$ cat src/hw/rtl/dbpg_pkg.sv
// Shared types, constants and band lookup for the distance beep pattern generator.
package dbpg_pkg;

    localparam int DIST_W   = 10;
    localparam int PERIOD_W = 5;
    localparam int PAUSE_W  = 13;
    localparam int CFG_W    = 13;
    localparam int CFG_IDX_W = 1;
    localparam int SUM_W    = 14;
    localparam int REM_W    = PERIOD_W;

    localparam logic [CFG_IDX_W-1:0] CFG_BEEP_WINDOW = 1'd0;
    localparam logic [CFG_IDX_W-1:0] CFG_CYCLE_BASE  = 1'd1;

    localparam logic [CFG_W-1:0] BEEP_WINDOW_RST = 13'd995;
    localparam logic [CFG_W-1:0] CYCLE_BASE_RST  = 13'd1000;

    localparam int QDEPTH = 2;
    localparam int QPTR_W = $clog2(QDEPTH);

    typedef struct packed {
        logic [PERIOD_W-1:0] period;
        logic [PAUSE_W-1:0]  pause;
    } t_band;

    function automatic t_band band_of(input logic [DIST_W-1:0] d);
        t_band b;
        b.period = 5'd3;
        b.pause  = 13'd0;
        if (d <= 10'd400 && d > 10'd200) begin
            b.period = 5'd20; b.pause = 13'd6000;
        end else if (d <= 10'd200 && d > 10'd70) begin
            b.period = 5'd19; b.pause = 13'd5650;
        end else if (d <= 10'd70 && d > 10'd25) begin
            b.period = 5'd16; b.pause = 13'd4600;
        end else if (d <= 10'd25 && d > 10'd18) begin
            b.period = 5'd15; b.pause = 13'd4250;
        end else if (d <= 10'd18 && d > 10'd14) begin
            b.period = 5'd14; b.pause = 13'd3900;
        end else if (d <= 10'd14 && d > 10'd11) begin
            b.period = 5'd13; b.pause = 13'd3550;
        end else if (d <= 10'd11 && d > 10'd2) begin
            b.period = d[PERIOD_W-1:0] + 5'd1;
            case (d[3:0])
                4'd11:   b.pause = 13'd3200;
                4'd10:   b.pause = 13'd2850;
                4'd9:    b.pause = 13'd2500;
                4'd8:    b.pause = 13'd2150;
                4'd7:    b.pause = 13'd1800;
                4'd6:    b.pause = 13'd1450;
                4'd5:    b.pause = 13'd1100;
                4'd4:    b.pause = 13'd750;
                4'd3:    b.pause = 13'd400;
                default: b.pause = 13'd0;
            endcase
        end
        return b;
    endfunction

endpackage

$ cat src/hw/rtl/distance_beep_pattern_generator_top.sv
// Top level of the distance beep pattern generator.
//
// Input channel: i_valid/o_ready with i_distance; every beat is one timer
// tick. Output channel: o_valid/i_ready with o_beep, o_tone_period and
// o_pause_extra; exactly one result beat per input beat, in order.
// Config channel: i_cfg_valid/o_cfg_ready, index 0 = beep window,
// index 1 = cycle base; always ready, write only while idle.
// The front end registers the band of each distance into a two-entry queue.
// The back end increments the tick counter and finds count mod period one
// bit per cycle, one item at a time: it takes the next band from the
// queue only once the result of the last one is registered.
// Reset clears the tick counter, queue and valids and loads the register
// defaults (995, 1000).
// A stalled receiver holds the result register; the back end finishes the
// next item and waits, then queue and front stage fill and o_ready drops.
module distance_beep_pattern_generator_top
    import dbpg_pkg::*;
#(
    parameter int COUNT_WIDTH = 16
) (
    input  logic                 i_clk,
    input  logic                 i_rst_n,
    input  logic                 i_valid,
    output logic                 o_ready,
    input  logic [DIST_W-1:0]    i_distance,
    output logic                 o_valid,
    input  logic                 i_ready,
    output logic                 o_beep,
    output logic [PERIOD_W-1:0]  o_tone_period,
    output logic [PAUSE_W-1:0]   o_pause_extra,
    input  logic                 i_cfg_valid,
    output logic                 o_cfg_ready,
    input  logic [CFG_IDX_W-1:0] i_cfg_index,
    input  logic [CFG_W-1:0]     i_cfg_data
);

    logic [CFG_W-1:0] r_beep_window;
    logic [CFG_W-1:0] r_cycle_base;

    logic  front_valid;
    logic  front_ready;
    t_band front_band;
    logic  q_valid;
    logic  q_ready;
    t_band q_band;

    assign o_cfg_ready = 1'b1;

    always_ff @(posedge i_clk) begin
        if (!i_rst_n) begin
            r_beep_window <= BEEP_WINDOW_RST;
            r_cycle_base  <= CYCLE_BASE_RST;
        end else if (i_cfg_valid) begin
            case (i_cfg_index)
                CFG_BEEP_WINDOW: r_beep_window <= i_cfg_data;
                CFG_CYCLE_BASE:  r_cycle_base  <= i_cfg_data;
                default: ;
            endcase
        end
    end

    dbpg_front u_front (
        .i_clk        (i_clk),
        .i_rst_n      (i_rst_n),
        .i_valid      (i_valid),
        .o_ready      (o_ready),
        .i_distance   (i_distance),
        .o_band_valid (front_valid),
        .i_band_ready (front_ready),
        .o_band       (front_band)
    );

    dbpg_queue u_queue (
        .i_clk        (i_clk),
        .i_rst_n      (i_rst_n),
        .i_push_valid (front_valid),
        .o_push_ready (front_ready),
        .i_push_band  (front_band),
        .o_pop_valid  (q_valid),
        .i_pop_ready  (q_ready),
        .o_pop_band   (q_band)
    );

    dbpg_back #(
        .COUNT_WIDTH (COUNT_WIDTH)
    ) u_back (
        .i_clk         (i_clk),
        .i_rst_n       (i_rst_n),
        .i_band_valid  (q_valid),
        .o_band_ready  (q_ready),
        .i_band        (q_band),
        .i_beep_window (r_beep_window),
        .i_cycle_base  (r_cycle_base),
        .o_valid       (o_valid),
        .i_ready       (i_ready),
        .o_beep        (o_beep),
        .o_tone_period (o_tone_period),
        .o_pause_extra (o_pause_extra)
    );

endmodule

$ cat src/hw/rtl/dbpg_front.sv
// Front end: accepts distance beats and registers the selected band.
module dbpg_front
    import dbpg_pkg::*;
(
    input  logic              i_clk,
    input  logic              i_rst_n,
    input  logic              i_valid,
    output logic              o_ready,
    input  logic [DIST_W-1:0] i_distance,
    output logic              o_band_valid,
    input  logic              i_band_ready,
    output t_band             o_band
);

    logic  r_valid;
    t_band r_band;

    assign o_ready      = !r_valid || i_band_ready;
    assign o_band_valid = r_valid;
    assign o_band       = r_band;

    always_ff @(posedge i_clk) begin
        if (!i_rst_n) begin
            r_valid <= 1'b0;
        end else if (o_ready) begin
            r_valid <= i_valid;
        end
    end

    always_ff @(posedge i_clk) begin
        if (o_ready && i_valid) begin
            r_band <= band_of(i_distance);
        end
    end

endmodule

$ cat src/hw/rtl/dbpg_queue.sv
// Two-entry band queue between front and back ends.
module dbpg_queue
    import dbpg_pkg::*;
(
    input  logic  i_clk,
    input  logic  i_rst_n,
    input  logic  i_push_valid,
    output logic  o_push_ready,
    input  t_band i_push_band,
    output logic  o_pop_valid,
    input  logic  i_pop_ready,
    output t_band o_pop_band
);

    t_band             r_mem [QDEPTH];
    logic [QPTR_W-1:0] r_wr_ptr;
    logic [QPTR_W-1:0] r_rd_ptr;
    logic [QPTR_W:0]   r_count;
    logic              push;
    logic              pop;

    assign o_push_ready = (r_count != (QPTR_W+1)'(QDEPTH));
    assign o_pop_valid  = (r_count != '0);
    assign o_pop_band   = r_mem[r_rd_ptr];
    assign push         = i_push_valid && o_push_ready;
    assign pop          = o_pop_valid && i_pop_ready;

    always_ff @(posedge i_clk) begin
        if (!i_rst_n) begin
            r_wr_ptr <= '0;
            r_rd_ptr <= '0;
            r_count  <= '0;
        end else begin
            if (push) begin
                r_wr_ptr <= r_wr_ptr + 1'b1;
            end
            if (pop) begin
                r_rd_ptr <= r_rd_ptr + 1'b1;
            end
            case ({push, pop})
                2'b10:   r_count <= r_count + 1'b1;
                2'b01:   r_count <= r_count - 1'b1;
                default: r_count <= r_count;
            endcase
        end
    end

    always_ff @(posedge i_clk) begin
        if (push) begin
            r_mem[r_wr_ptr] <= i_push_band;
        end
    end

endmodule

$ cat src/hw/rtl/dbpg_back.sv
// Back end: tick counter, bit-serial modulo by band period, result register.
module dbpg_back
    import dbpg_pkg::*;
#(
    parameter int COUNT_WIDTH = 16
) (
    input  logic                i_clk,
    input  logic                i_rst_n,
    input  logic                i_band_valid,
    output logic                o_band_ready,
    input  t_band               i_band,
    input  logic [CFG_W-1:0]    i_beep_window,
    input  logic [CFG_W-1:0]    i_cycle_base,
    output logic                o_valid,
    input  logic                i_ready,
    output logic                o_beep,
    output logic [PERIOD_W-1:0] o_tone_period,
    output logic [PAUSE_W-1:0]  o_pause_extra
);

    localparam int IDX_W = $clog2(COUNT_WIDTH);

    typedef enum logic [1:0] {
        ST_IDLE,
        ST_DIV,
        ST_FIN
    } t_state;

    t_state                r_state;
    logic [COUNT_WIDTH-1:0] r_cnt;
    logic [COUNT_WIDTH-1:0] r_new;
    logic [REM_W-1:0]      r_rem;
    logic [IDX_W-1:0]      r_idx;
    t_band                 r_band;
    logic                  r_out_valid;
    logic                  r_beep;
    logic [PERIOD_W-1:0]   r_tone_period;
    logic [PAUSE_W-1:0]    r_pause_extra;

    logic [REM_W:0]        rem_sh;
    logic [REM_W-1:0]      rem_nx;
    logic [SUM_W-1:0]      clr_at;
    logic                  beep;
    logic                  out_free;

    assign rem_sh   = {r_rem, r_new[r_idx]};
    assign rem_nx   = (rem_sh >= {1'b0, r_band.period})
                      ? REM_W'(rem_sh - {1'b0, r_band.period})
                      : rem_sh[REM_W-1:0];
    assign clr_at   = SUM_W'(i_cycle_base) + SUM_W'(r_band.pause);
    assign beep     = (r_rem == '0) && (r_new < COUNT_WIDTH'(i_beep_window));
    assign out_free = !r_out_valid || i_ready;

    assign o_band_ready  = (r_state == ST_IDLE);
    assign o_valid       = r_out_valid;
    assign o_beep        = r_beep;
    assign o_tone_period = r_tone_period;
    assign o_pause_extra = r_pause_extra;

    always_ff @(posedge i_clk) begin
        if (!i_rst_n) begin
            r_state     <= ST_IDLE;
            r_cnt       <= '0;
            r_out_valid <= 1'b0;
        end else begin
            if (r_state == ST_FIN && out_free) begin
                r_out_valid <= 1'b1;
            end else if (i_ready) begin
                r_out_valid <= 1'b0;
            end
            case (r_state)
                ST_IDLE: begin
                    if (i_band_valid) begin
                        r_new   <= r_cnt + 1'b1;
                        r_band  <= i_band;
                        r_rem   <= '0;
                        r_idx   <= IDX_W'(COUNT_WIDTH - 1);
                        r_state <= ST_DIV;
                    end
                end
                ST_DIV: begin
                    r_rem <= rem_nx;
                    if (r_idx == '0) begin
                        r_state <= ST_FIN;
                    end else begin
                        r_idx <= r_idx - 1'b1;
                    end
                end
                ST_FIN: begin
                    if (out_free) begin
                        r_beep        <= beep;
                        r_tone_period <= r_band.period;
                        r_pause_extra <= r_band.pause;
                        if (!beep && r_new == COUNT_WIDTH'(clr_at)) begin
                            r_cnt <= '0;
                        end else begin
                            r_cnt <= r_new;
                        end
                        r_state <= ST_IDLE;
                    end
                end
                default: r_state <= ST_IDLE;
            endcase
        end
    end

endmodule

$ cat config.mk
export PLATFORM = sky130hd
export DESIGN_NAME = distance_beep_pattern_generator_top
export DESIGN_NICKNAME = d
export VERILOG_FILES = /design/src/hw/rtl/dbpg_pkg.sv /design/src/hw/rtl/distance_beep_pattern_generator_top.sv /design/src/hw/rtl/dbpg_front.sv /design/src/hw/rtl/dbpg_queue.sv /design/src/hw/rtl/dbpg_back.sv
export SDC_FILE = /design/constraint.sdc
export NUM_CORES = 1
export LEC_CHECK = 0
export CAP_MARGIN = 25
export CORE_AREA = 5 5 119 150
export CTS_CLUSTER_SIZE = 30
export DETAILED_ROUTE_END_ITERATION = 12
export DIE_AREA = 0 0 124 155
export DONT_BUFFER_PORTS = 1
export PLACE_DENSITY_LB_ADDON = 0.08
export SYNTH_ARGS = -nofsm -noshare
export SYNTH_HDL_FRONTEND = slang
export SYNTH_SLANG_ARGS = --single-unit
$ cat constraint.sdc
create_clock -name i_clk -period 8.3 [get_ports i_clk]
set_clock_uncertainty 0.1 [all_clocks]
set_input_delay 1.245 -clock i_clk [delete_from_list [all_inputs] [get_ports i_clk]]
set_output_delay 1.245 -clock i_clk [all_outputs]
set_load 0.1 [all_outputs]
---- After elaboration in Yosys (flattened, before gate mapping) ----
Memory sizes are Yosys's and may differ from the RTL's. A register that Yosys moved wholly into a read port is not among the register bits.
Index checks and enable logic that the tools add are counted.
W data, S select, Z words.
storage, ports and cells
  memories kept ........................... 2
  flip-flop bits (word level) ............. 112
  bits of input ports ..................... 29
  ROM bits ................................ 176
  output and inout bits ................... 22
  memory bits (writable) .................. 36
  word-level logic and storage cells ...... 124
cells by class
  add/subtract/negate cells ............... 9
  magnitude comparators ................... 17
  reduce and logical (&&, ||, !) cells .... 38
  equal/unequal tests ..................... 10
  bitwise gates (word level) .............. 2
  mux-type cells .......................... 24
memory list
  name             depth  width  read ports  clocked after memory_dff  write ports  line              source
  (no name shown)  16     11     1           0                         0            dbpg_pkg.sv:44    case (d[3:0])
  u_queue.r_mem    2      18     1           1                         1            dbpg_queue.sv:15  t_band r_mem [QDEPTH];
operators by type and width
  operator                 count
  $mux W18                 4
  $mux W16                 3
  $gt A10 B4 Y1 const B    2
  $gt A10 B5 Y1 const B    2
  $le A10 B4 Y1 const B    2
  $le A10 B5 Y1 const B    2
  $add A16 B1 Y16 const B  1
  $eq A16 B14 Y1           1
  $lt A16 B13 Y1           1
  $add A13 B13 Y14         1
  $logic_and A1 B1 Y1      13
  $reduce_and A3 Y1        4
  $gt A10 B2 Y1 const B    1
  $gt A10 B7 Y1 const B    1
  $gt A10 B8 Y1 const B    1
  $le A10 B7 Y1 const B    1
  $le A10 B8 Y1 const B    1
  $le A10 B9 Y1 const B    1
  $mux W5                  2
  $pmux W5 S2              1
  $mux W4                  2
  $pmux W4 S2              1
  $reduce_bool A2 Y1       4
  $reduce_or A7 Y1         1
  other kinds (29)         47

---- Depth between registers and ports, before layout ----
Gate-level depths: netlist of the first run.
  depth in word-level cells ............... 8
  mapped depth ............................ 11

---- Cells and area by module ----
Synthesis of the first run repeated with hierarchy kept, for this count alone.
unflattened totals
  cell total of the unflattened synthesis .. 696
  area, all modules ....................... 8270.4 um2
modules (own cells, without submodules)
  module                               area each (um2)  seq. area each (um2)  cells an instance  times used
  dbpg_back                            4428.0           2242.2                375                1
  dbpg_queue                           1529.0           1181.1                80                 1
  dbpg_front                           1242.4           530.5                 127                1
  distance_beep_pattern_generator_top  1071.0           520.5                 114                1

---- Least setup slack after synthesis of the first run ----
OpenSTA, ideal clock, no wires.
  path kind ............................... in2reg
  start point ............................. input i_ready
  end point ............................... register u_back.r_cnt[10]
  path slack .............................. 5.004 ns
  stages on the path ...................... 7
  setup time .............................. 0.077 ns
  data arrival time ....................... 3.118 ns
  buffers on the path ..................... 2
  path through ............................ nand2b_1 > nor2b_1 > and2_1 > clkbuf_1 > clkbuf_1 > a22oi_1 > a41oi_2
between the ends
  word-level cells in the longest chain between the ends .. 2
ends and longest elaborated chain
  item                                line                                       source
  from (decl)                         distance_beep_pattern_generator_top.sv:27  input logic i_ready,
  $logic_or A1 B1 Y1                  dbpg_back.sv:52                            assign out_free = !r_out_valid || i_ready;
  $reduce_and A2 Y1 (no source line)  --
  to (signal assigned)                dbpg_back.sv:97                            r_cnt <= r_new;
  to (decl)                           dbpg_back.sv:30                            logic [COUNT_WIDTH-1:0] r_cnt;
Every way passes these cells.
A chain may end at the register's enable or synchronous reset.

---- Worst setup path after layout of the first run ----
  start point ............................. register u_back.r_band[1] (netlist bit)
  end point ............................... register u_back.r_cnt[9]
between the ends
  word-level cells in the longest chain between the ends .. 4
ends and longest elaborated chain
  item                    line             source
  from (decl)             dbpg_back.sv:34  t_band r_band;
  from (signal assigned)  dbpg_back.sv:75  r_band <= i_band;
  $add A13 B13 Y14        dbpg_back.sv:50  assign clr_at = SUM_W'(i_cycle_base) + SUM_W'(r_band.pause);
  $eq A16 B14 Y1          dbpg_back.sv:94  if (!beep && r_new == COUNT_WIDTH'(clr_at)) begin
  $logic_and A1 B1 Y1     dbpg_back.sv:94
  $mux W16                dbpg_back.sv:94
Every way passes these cells.

==> flow_metrics.env, run 1 <==
export IMPL_status="finished clean"
export IMPL_ioPinCount=51
export IMPL_synth_commonest_cells="edfxtp_1, nand2_1, dfxtp_1"
export IMPL_cts_setup_buffers=0
export IMPL_netlist_instances=680
export IMPL_grt_use_met3_pct=5.127
export IMPL_cp_buffers_inverters=0
export IMPL_dr_pass1_iters=4
export IMPL_netlist_area_leader_share_pct=41.81
export IMPL_grt_max_degree=40
export IMPL_fin_crit_sh_pct=43.02
export IMPL_crit_type="reg2reg"
export IMPL_globalplace_congestion=0.8557
export IMPL_antenna_found_initial=0
export IMPL_drive_above_1_share_pct=12.10
export IMPL_ys_types=66
export IMPL_cts_tree="done"
export IMPL_slowest_stage="nor4b_4"
export IMPL_num_antenna_cells=0
export IMPL_areaGrowthSynthToFinish_pct=10.12
export IMPL_hold_viol=0
export IMPL_path_delay_family="compound AO/OA/AOI/OAI gates"
export IMPL_crit_fanout=14
export IMPL_clkTransAtPathRegs_ns=0.07
export IMPL_grt_ovfl_total=0
export IMPL_cp_required_ns=8.44
export IMPL_synth_flop_cell="edfxtp_1"
export IMPL_die_height_microns=155
export IMPL_synth_seq_cells=161
export IMPL_tightest_slew_ns=1.077
export IMPL_cp_end_kind="flop"
export IMPL_period_needed_ns=3.571
export IMPL_ant_nets=0
export IMPL_async_reset_ff_share_pct=0
export IMPL_p_per_area_nw_per_um2=270.9
export IMPL_final_area_sq_um=8780
export IMPL_hpwl_microns=13170
export IMPL_syn_avg_cell_area_sq_um=11.72
export IMPL_synth_warnings=0
export IMPL_numClockSinks=161
export IMPL_critPathLaunchType="flop"
export IMPL_place_inst=882
export IMPL_synth_top_cells_by_area="edfxtp_1, dfxtp_1, ha_1"
export IMPL_worstPathCellList="ha_1 > fa_1 > a211oi_4 > o21bai_1 > a21oi_1 > xnor2_1 > a2111oi_0 > nor4b_4 > a41oi_2"
export IMPL_tns_ns=0
export IMPL_fmax_mhz=280.0
export IMPL_cts_resized=0
export IMPL_yosysTopAreaCell="edfxtp_1"
export IMPL_clk_latency_ns=0.42
export IMPL_crit_arrival_ns=3.71
export IMPL_cts_buffers=17
export IMPL_synth_most_common_cell="edfxtp_1"
export IMPL_hold_path_class="reg2reg"
export IMPL_use_met2_pct=34.98
export IMPL_setup_viol=0
export IMPL_ys_seq_area_share_pct=54.36
export IMPL_critical_path_max_stage_delay_ns=0.94
export IMPL_routed_wl_microns=17810
export IMPL_core_area_sq_um=16380
export IMPL_cap_violations=0
export IMPL_fp_dieW_microns=124
export IMPL_cts_buffer_depth=2
export IMPL_via_count=5116
export IMPL_placementRows=53
export IMPL_rsz0062_at_grt="false"
export IMPL_first_iter_violations=263
export IMPL_cts_root_buffer="clkbuf_16"
export IMPL_routedWlPerCell_microns=19.48
export IMPL_irDropWorstVdd_uv=128.3
export IMPL_vias_per_cell=5.597
export IMPL_synth_fp_nets=748
export IMPL_grt_busiest_layer="met2"
export IMPL_drc=0
export IMPL_fin_cells=914
export IMPL_dieArea_sq_um=19220
export IMPL_grt_met1_usage_pct=21.79
export IMPL_synth_edff_count=111
export IMPL_start_util_pct=48.67
export IMPL_slew_violations=0
export IMPL_placed_area_sq_um=8195
export IMPL_ctsHoldBuffers=0
export IMPL_grt_use_total_pct=19.39
export IMPL_grt_pass1_wl_microns=28190
export IMPL_reg2reg_slack_ns=4.73
export IMPL_htreeDepth=4
export IMPL_synth_area_sq_um=7973
export IMPL_grt_pass1_vias=5209
export IMPL_port_buffers=0
export IMPL_nNetsFinal=749
export IMPL_relSlewSlack_pct=27.91
export IMPL_p_leak_nw=3.205
## where the power goes
| part | switching (W) | internal (W) | total [W] |
|---|---|---|---|
| Clock | 0.000326 | 0.000450 | 0.000775 |
| Combinational | 0.000301 | 0.000232 | 0.000532 |
| Sequential | 0.0000896 | 0.000981 | 0.00107 |
| Total | 0.000716 | 0.00166 | 0.00238 |
## kinds of logic after synthesis
logic type,Yosys count,share of synthesized area [%]
xor+xnor,40,4.394
compound gates,143,14.08
flops,161,54.36
buf+inv,61,3.264
simple gates,206,12.76
mux,28,4.739
fa+ha+maj,39,6.309
other cells,2,0.09420
## layout by cell type, fill, tap and decap left out, types with 3 or more instances in the layout
master and instances:
a21o_1 10, ha_1 37, a41oi_1 5, and3_1 4
and2_1 8, xor2_1 15, or2_2 3, nand2_1 90
inv_6 5, mux2_2 18, o21ai_0 21, nand2b_1 11
mux4_2 6, nor2_1 27, a211o_1 6, or3_1 5
clkinvlp_4 3, xnor2_1 25, a41oi_2 9, buf_4 6
clkbuf_16 17, a22oi_1 14, inv_1 35, edfxtp_1 111
a21oi_1 20, nand3_1 17, o211ai_1 7, a211oi_1 10
mux2i_1 4, nor2b_1 11, nand4_1 6, dfxtp_1 50
a21boi_0 16, nor3_1 10
## layer usage
layer	routed length (microns)	part of all wire, %
met4	371	2.1
met1	7049	40
met2	9625	54
met5	0	0
met3	761	4.3
## registers in the layout (all words and copies together), names as in the netlist, 2 cells and up
| name | flops |
|---|---|
| u_back.r_idx | 4 |
| u_queue.r_mem | 34 |
| u_front.o_band | 17 |
| u_back.r_new | 16 |
| u_back.r_cnt | 16 |
| u_back.r_state | 2 |
| u_back.o_tone_period | 5 |
| u_back.r_rem | 5 |
| r_cycle_base | 13 |
| u_queue.r_count | 2 |
| u_back.o_pause_extra | 12 |
| r_beep_window | 13 |
| u_back.r_band | 17 |
## stage by stage
step	utilization [%]	worst slack [ns]	total power, W	hold slack, ns
6_report	53.60	4.729	0.002378	0.3447
5_1_grt	53.60	4.479	0.002502	0.3697
4_1_cts	53.60	4.729	0.002401	0.3489
3_5_place_dp	50.03	4.751	0.001620	0.3338
3_3_place_gp	49.84	4.861	0.001603	0.3252
2_1_floorplan	-	5.004	0.001490	0.3215
## path summary, 6_finish.rpt
kind                         endpoint               from  cells after the start
setup / recovery      u_back.r_cnt[9]   u_back.r_band[1]                      9
hold / removal    u_queue.r_mem[1][8]  u_front.o_band[8]                      0
setup reg to reg      u_back.r_cnt[9]   u_back.r_band[1]                      9
hold reg to reg   u_queue.r_mem[1][8]  u_front.o_band[8]                      0
## area by class of cell
cell class                      instances  area (sq um)
Clock inverter                         13         151.4
Tap cell                              220         275.3
Fill cell                            1432          7600
Clock buffer                           19         432.9
Multi-Input combinational cell        458          3378
Inverter                               35         131.4
Sequential cell                       161          4334
Timing Repair Buffer                    8         76.32
(Power assumes the default switching activity.)
==> run 2, diff against run 1 <==
ABC_AREA = 1   (was default)
CORE_AREA = 5 5 120 151   (was 5 5 119 150)
DIE_AREA = 0 0 125 156   (was 0 0 124 155)
clock period = 3.45 ns   (was 8.3 ns; I/O delays follow)
==> run 2 against run 1 <==
  * First-iteration DRC count is 73% higher
  * Critical path type unchanged
  * Highest routed layer unchanged
  * Fmax up 13%
  * Setup slack got worse by 4.4 ns
  * Worst hold slack lost 0.25 ns
  * Synthesized cell count increased by 34%
  * Die area increased by 1.5%
  * Via count up 18%
  * Power up 140%
==> flow_metrics.env, run 2 <==
export IMPL_grt_max_degree=32
export IMPL_fillers=1504
export IMPL_yosysTopAreaCell="edfxtp_1"
export IMPL_p_per_area_nw_per_um2=649.0
export IMPL_cts_tree="done"
export IMPL_globalplace_congestion=0.8828
export IMPL_crit_type="reg2reg"
export IMPL_critical_path_max_stage_delay_ns=0.53
export IMPL_htreeDepth=4
export IMPL_fin_crit_sh_pct=91.24
export IMPL_ioPinCount=51
export IMPL_ff2ff_path_depth=15
export IMPL_grt_use_total_pct=19.87
export IMPL_num_antenna_cells=0
export IMPL_placed_area_sq_um=8332
export IMPL_utilization_pct=53.97
export IMPL_regArea_sq_um=4334
export IMPL_ys_seq_area_share_pct=53.47
export IMPL_slowest_stage="edfxtp_1"
export IMPL_hold_viol=0
export IMPL_start_util_pct=49.09
export IMPL_hold_path_class="in2reg"
export IMPL_cp_required_ns=3.62
export IMPL_first_iter_violations=456
export IMPL_regMostFlops="u_queue.r_mem"
export IMPL_numClockSinks=161
export IMPL_syn_avg_cell_area_sq_um=8.908
export IMPL_cp_end_kind="flop"
export IMPL_routedWlPerCell_microns=16.24
export IMPL_placementRows=53
export IMPL_dieArea_sq_um=19500
export IMPL_final_common_cell="nand2_1"
export IMPL_ys_types=46
export IMPL_tns_ns=0
export IMPL_largest_reg_flops=34
export IMPL_critical_path_depth=15
export IMPL_grt_pass1_vias=5907
export IMPL_crit_fanout=12
export IMPL_slew_violations=0
export IMPL_hold_depth=1
export IMPL_ant_nets=0
export IMPL_tightest_slew_ns=0.9437
export IMPL_period_needed_ns=3.148
export IMPL_synth_most_common_cell="nand2_1"
export IMPL_grt_ovfl_total=0
export IMPL_synth_warnings=0
export IMPL_hpwl_microns=14240
export IMPL_fmax_mhz=317.7
export IMPL_clkTransAtPathRegs_ns=0.06
export IMPL_areaGrowthSynthToFinish_pct=9.940
export IMPL_antenna_found_initial=0
export IMPL_drive_above_1_share_pct=6.867
export IMPL_status="finished clean"
export IMPL_netlist_instances=910
export IMPL_cp_buffers_inverters=3
export IMPL_netlist_area_leader_share_pct=41.12
export IMPL_synth_fp_nets=978
export IMPL_ctsHoldBuffers=0
export IMPL_core_area_sq_um=16510
export IMPL_synth_edff_count=111
export IMPL_drc=0
export IMPL_irDropWorstVdd_uv=374.8
export IMPL_worstPathCellList="inv_1 > o21ai_0 > a21oi_1 > o21ai_0 > a21oi_1 > a31oi_1 > ha_1 > fa_1 > o21ai_0 > nand2_1 > inv_1 > nor2_1 > inv_1 > o21ai_0 > a21oi_1"
export IMPL_cap_violations=0
export IMPL_final_area_sq_um=8912
export IMPL_cts_root_buffer="clkbuf_16"
export IMPL_cts_setup_buffers=0
export IMPL_grt_pass1_wl_microns=30540
export IMPL_synth_commonest_cells="nand2_1, inv_1, edfxtp_1"
export IMPL_vias_per_cell=5.256
export IMPL_synth_area_sq_um=8107
export IMPL_routed_wl_microns=18710
export IMPL_mostFrequentLayoutCells="nand2_1, inv_1, edfxtp_1"
export IMPL_setup_viol=0
export IMPL_crit_arrival_ns=3.31
export IMPL_die_height_microns=156
export IMPL_port_buffers=0
export IMPL_multiInputGateArea_sq_um=3186
export IMPL_via_count=6055
export IMPL_rsz0062_at_grt="false"
export IMPL_nNetsFinal=987
export IMPL_cts_buffers=17
export IMPL_synth_seq_cells=161
export IMPL_clk_latency_ns=0.42
export IMPL_dr_pass1_iters=5
export IMPL_cts_resized=0
export IMPL_path_delay_family="compound AO/OA/AOI/OAI gates"
export IMPL_path_common_cell="o21ai_0"
export IMPL_critPathLaunchType="flop"
export IMPL_async_reset_ff_share_pct=0
export IMPL_p_leak_nw=3.796
export IMPL_cts_buffer_depth=2
export IMPL_synth_flop_cell="edfxtp_1"
export IMPL_relSlewSlack_pct=37.22
export IMPL_fp_dieW_microns=125
export IMPL_synth_top_cells_by_area="edfxtp_1, dfxtp_1, nand2_1"
## run 2: changes by cell type after synthesis, moves of 10 or more
| cell | change |
|---|---|
| a21boi_0 | -15 |
| a21oi_1 | +41 |
| a22oi_1 | -14 |
| clkbuf_1 | -10 |
| inv_1 | +80 |
| mux2_2 | -18 |
| nand2_1 | +158 |
| nand2b_1 | -11 |
| nand3_1 | +27 |
| nor2_1 | +49 |
| nor2b_1 | -11 |
| o21ai_0 | +22 |
| xnor2_1 | -18 |
## run 2: worst register-to-register path, cell delays in order, from the launching register on
cell      delay, ns
edfxtp_1       0.53
inv_1          0.22
o21ai_0        0.12
a21oi_1        0.14
o21ai_0        0.09
a21oi_1        0.14
a31oi_1        0.08
ha_1           0.23
fa_1           0.40
o21ai_0        0.28
nand2_1        0.11
inv_1          0.07
nor2_1         0.04
inv_1          0.17
o21ai_0        0.11
a21oi_1        0.16
## run 2: layout make-up
type / count / area share (%)
clock buffer: 18 / 4.815
tap: 220 / 3.089
timing repair buffer: 11 / 0.9266
sequential: 161 / 48.63
clock inverter: 14 / 1.699
multi-input combinational: 607 / 35.74
inverter: 121 / 5.096
## run 2: final timing paths
| check | slack [ns] | endpoint | start |
|---|---|---|---|
| hold / removal | 0.09 | r_beep_window[0] | i_rst_n |
| setup reg to reg | 0.30 | u_back.r_rem[2] | u_back.r_idx[0] |
| hold reg to reg | 0.35 | u_queue.r_mem[1][15] | u_front.o_band[15] |
| setup / recovery | 0.30 | u_back.r_rem[2] | u_back.r_idx[0] |
## run 2: metrics by stage
step | hold slack (ns) | std cells | worst slack, ns | total power, W
after floorplan | 0.3215 | 910 | 0.7136 | 0.003610
after global placement | 0.3279 | 1120 | 0.5651 | 0.003976
after detailed placement | 0.3343 | 1120 | 0.3712 | 0.004032
after CTS | 0.05918 | 1152 | 0.3581 | 0.005844
after global routing | 0.05594 | 1152 | 0.02755 | 0.006161
final | 0.09289 | 1152 | 0.3022 | 0.005784
## run 2: logic make-up (layout without fill, tap and decap cells)
| group | after synthesis | in the layout | share of synthesized area, % |
|---|---|---|---|
| simple gates | 413 | 413 | 21.56 |
| flops | 161 | 161 | 53.47 |
| buf+inv | 142 | 164 | 7.270 |
| compound gates | 130 | 130 | 8.921 |
| fa+ha+maj | 39 | 39 | 6.205 |
| xor+xnor | 23 | 23 | 2.485 |
| other cells | 2 | 2 | 0.09264 |
## run 2: report_power, final
group	total [W]	internal (W)	leakage [nW]	switching, W
clock network	0.00180	0.000961	0.283	0.000837
registers	0.00259	0.00240	1.44	0.000186
logic	0.00140	0.000466	2.08	0.000930
total	0.00578	0.00383	3.80	0.00195
## run 2: routing by layer
layer	GRT usage, %	part of all wire [%]
met2	32.71	47
met3	5.205	5.2
met1	25.47	46
met4	7.180	2.3
met5	0	0
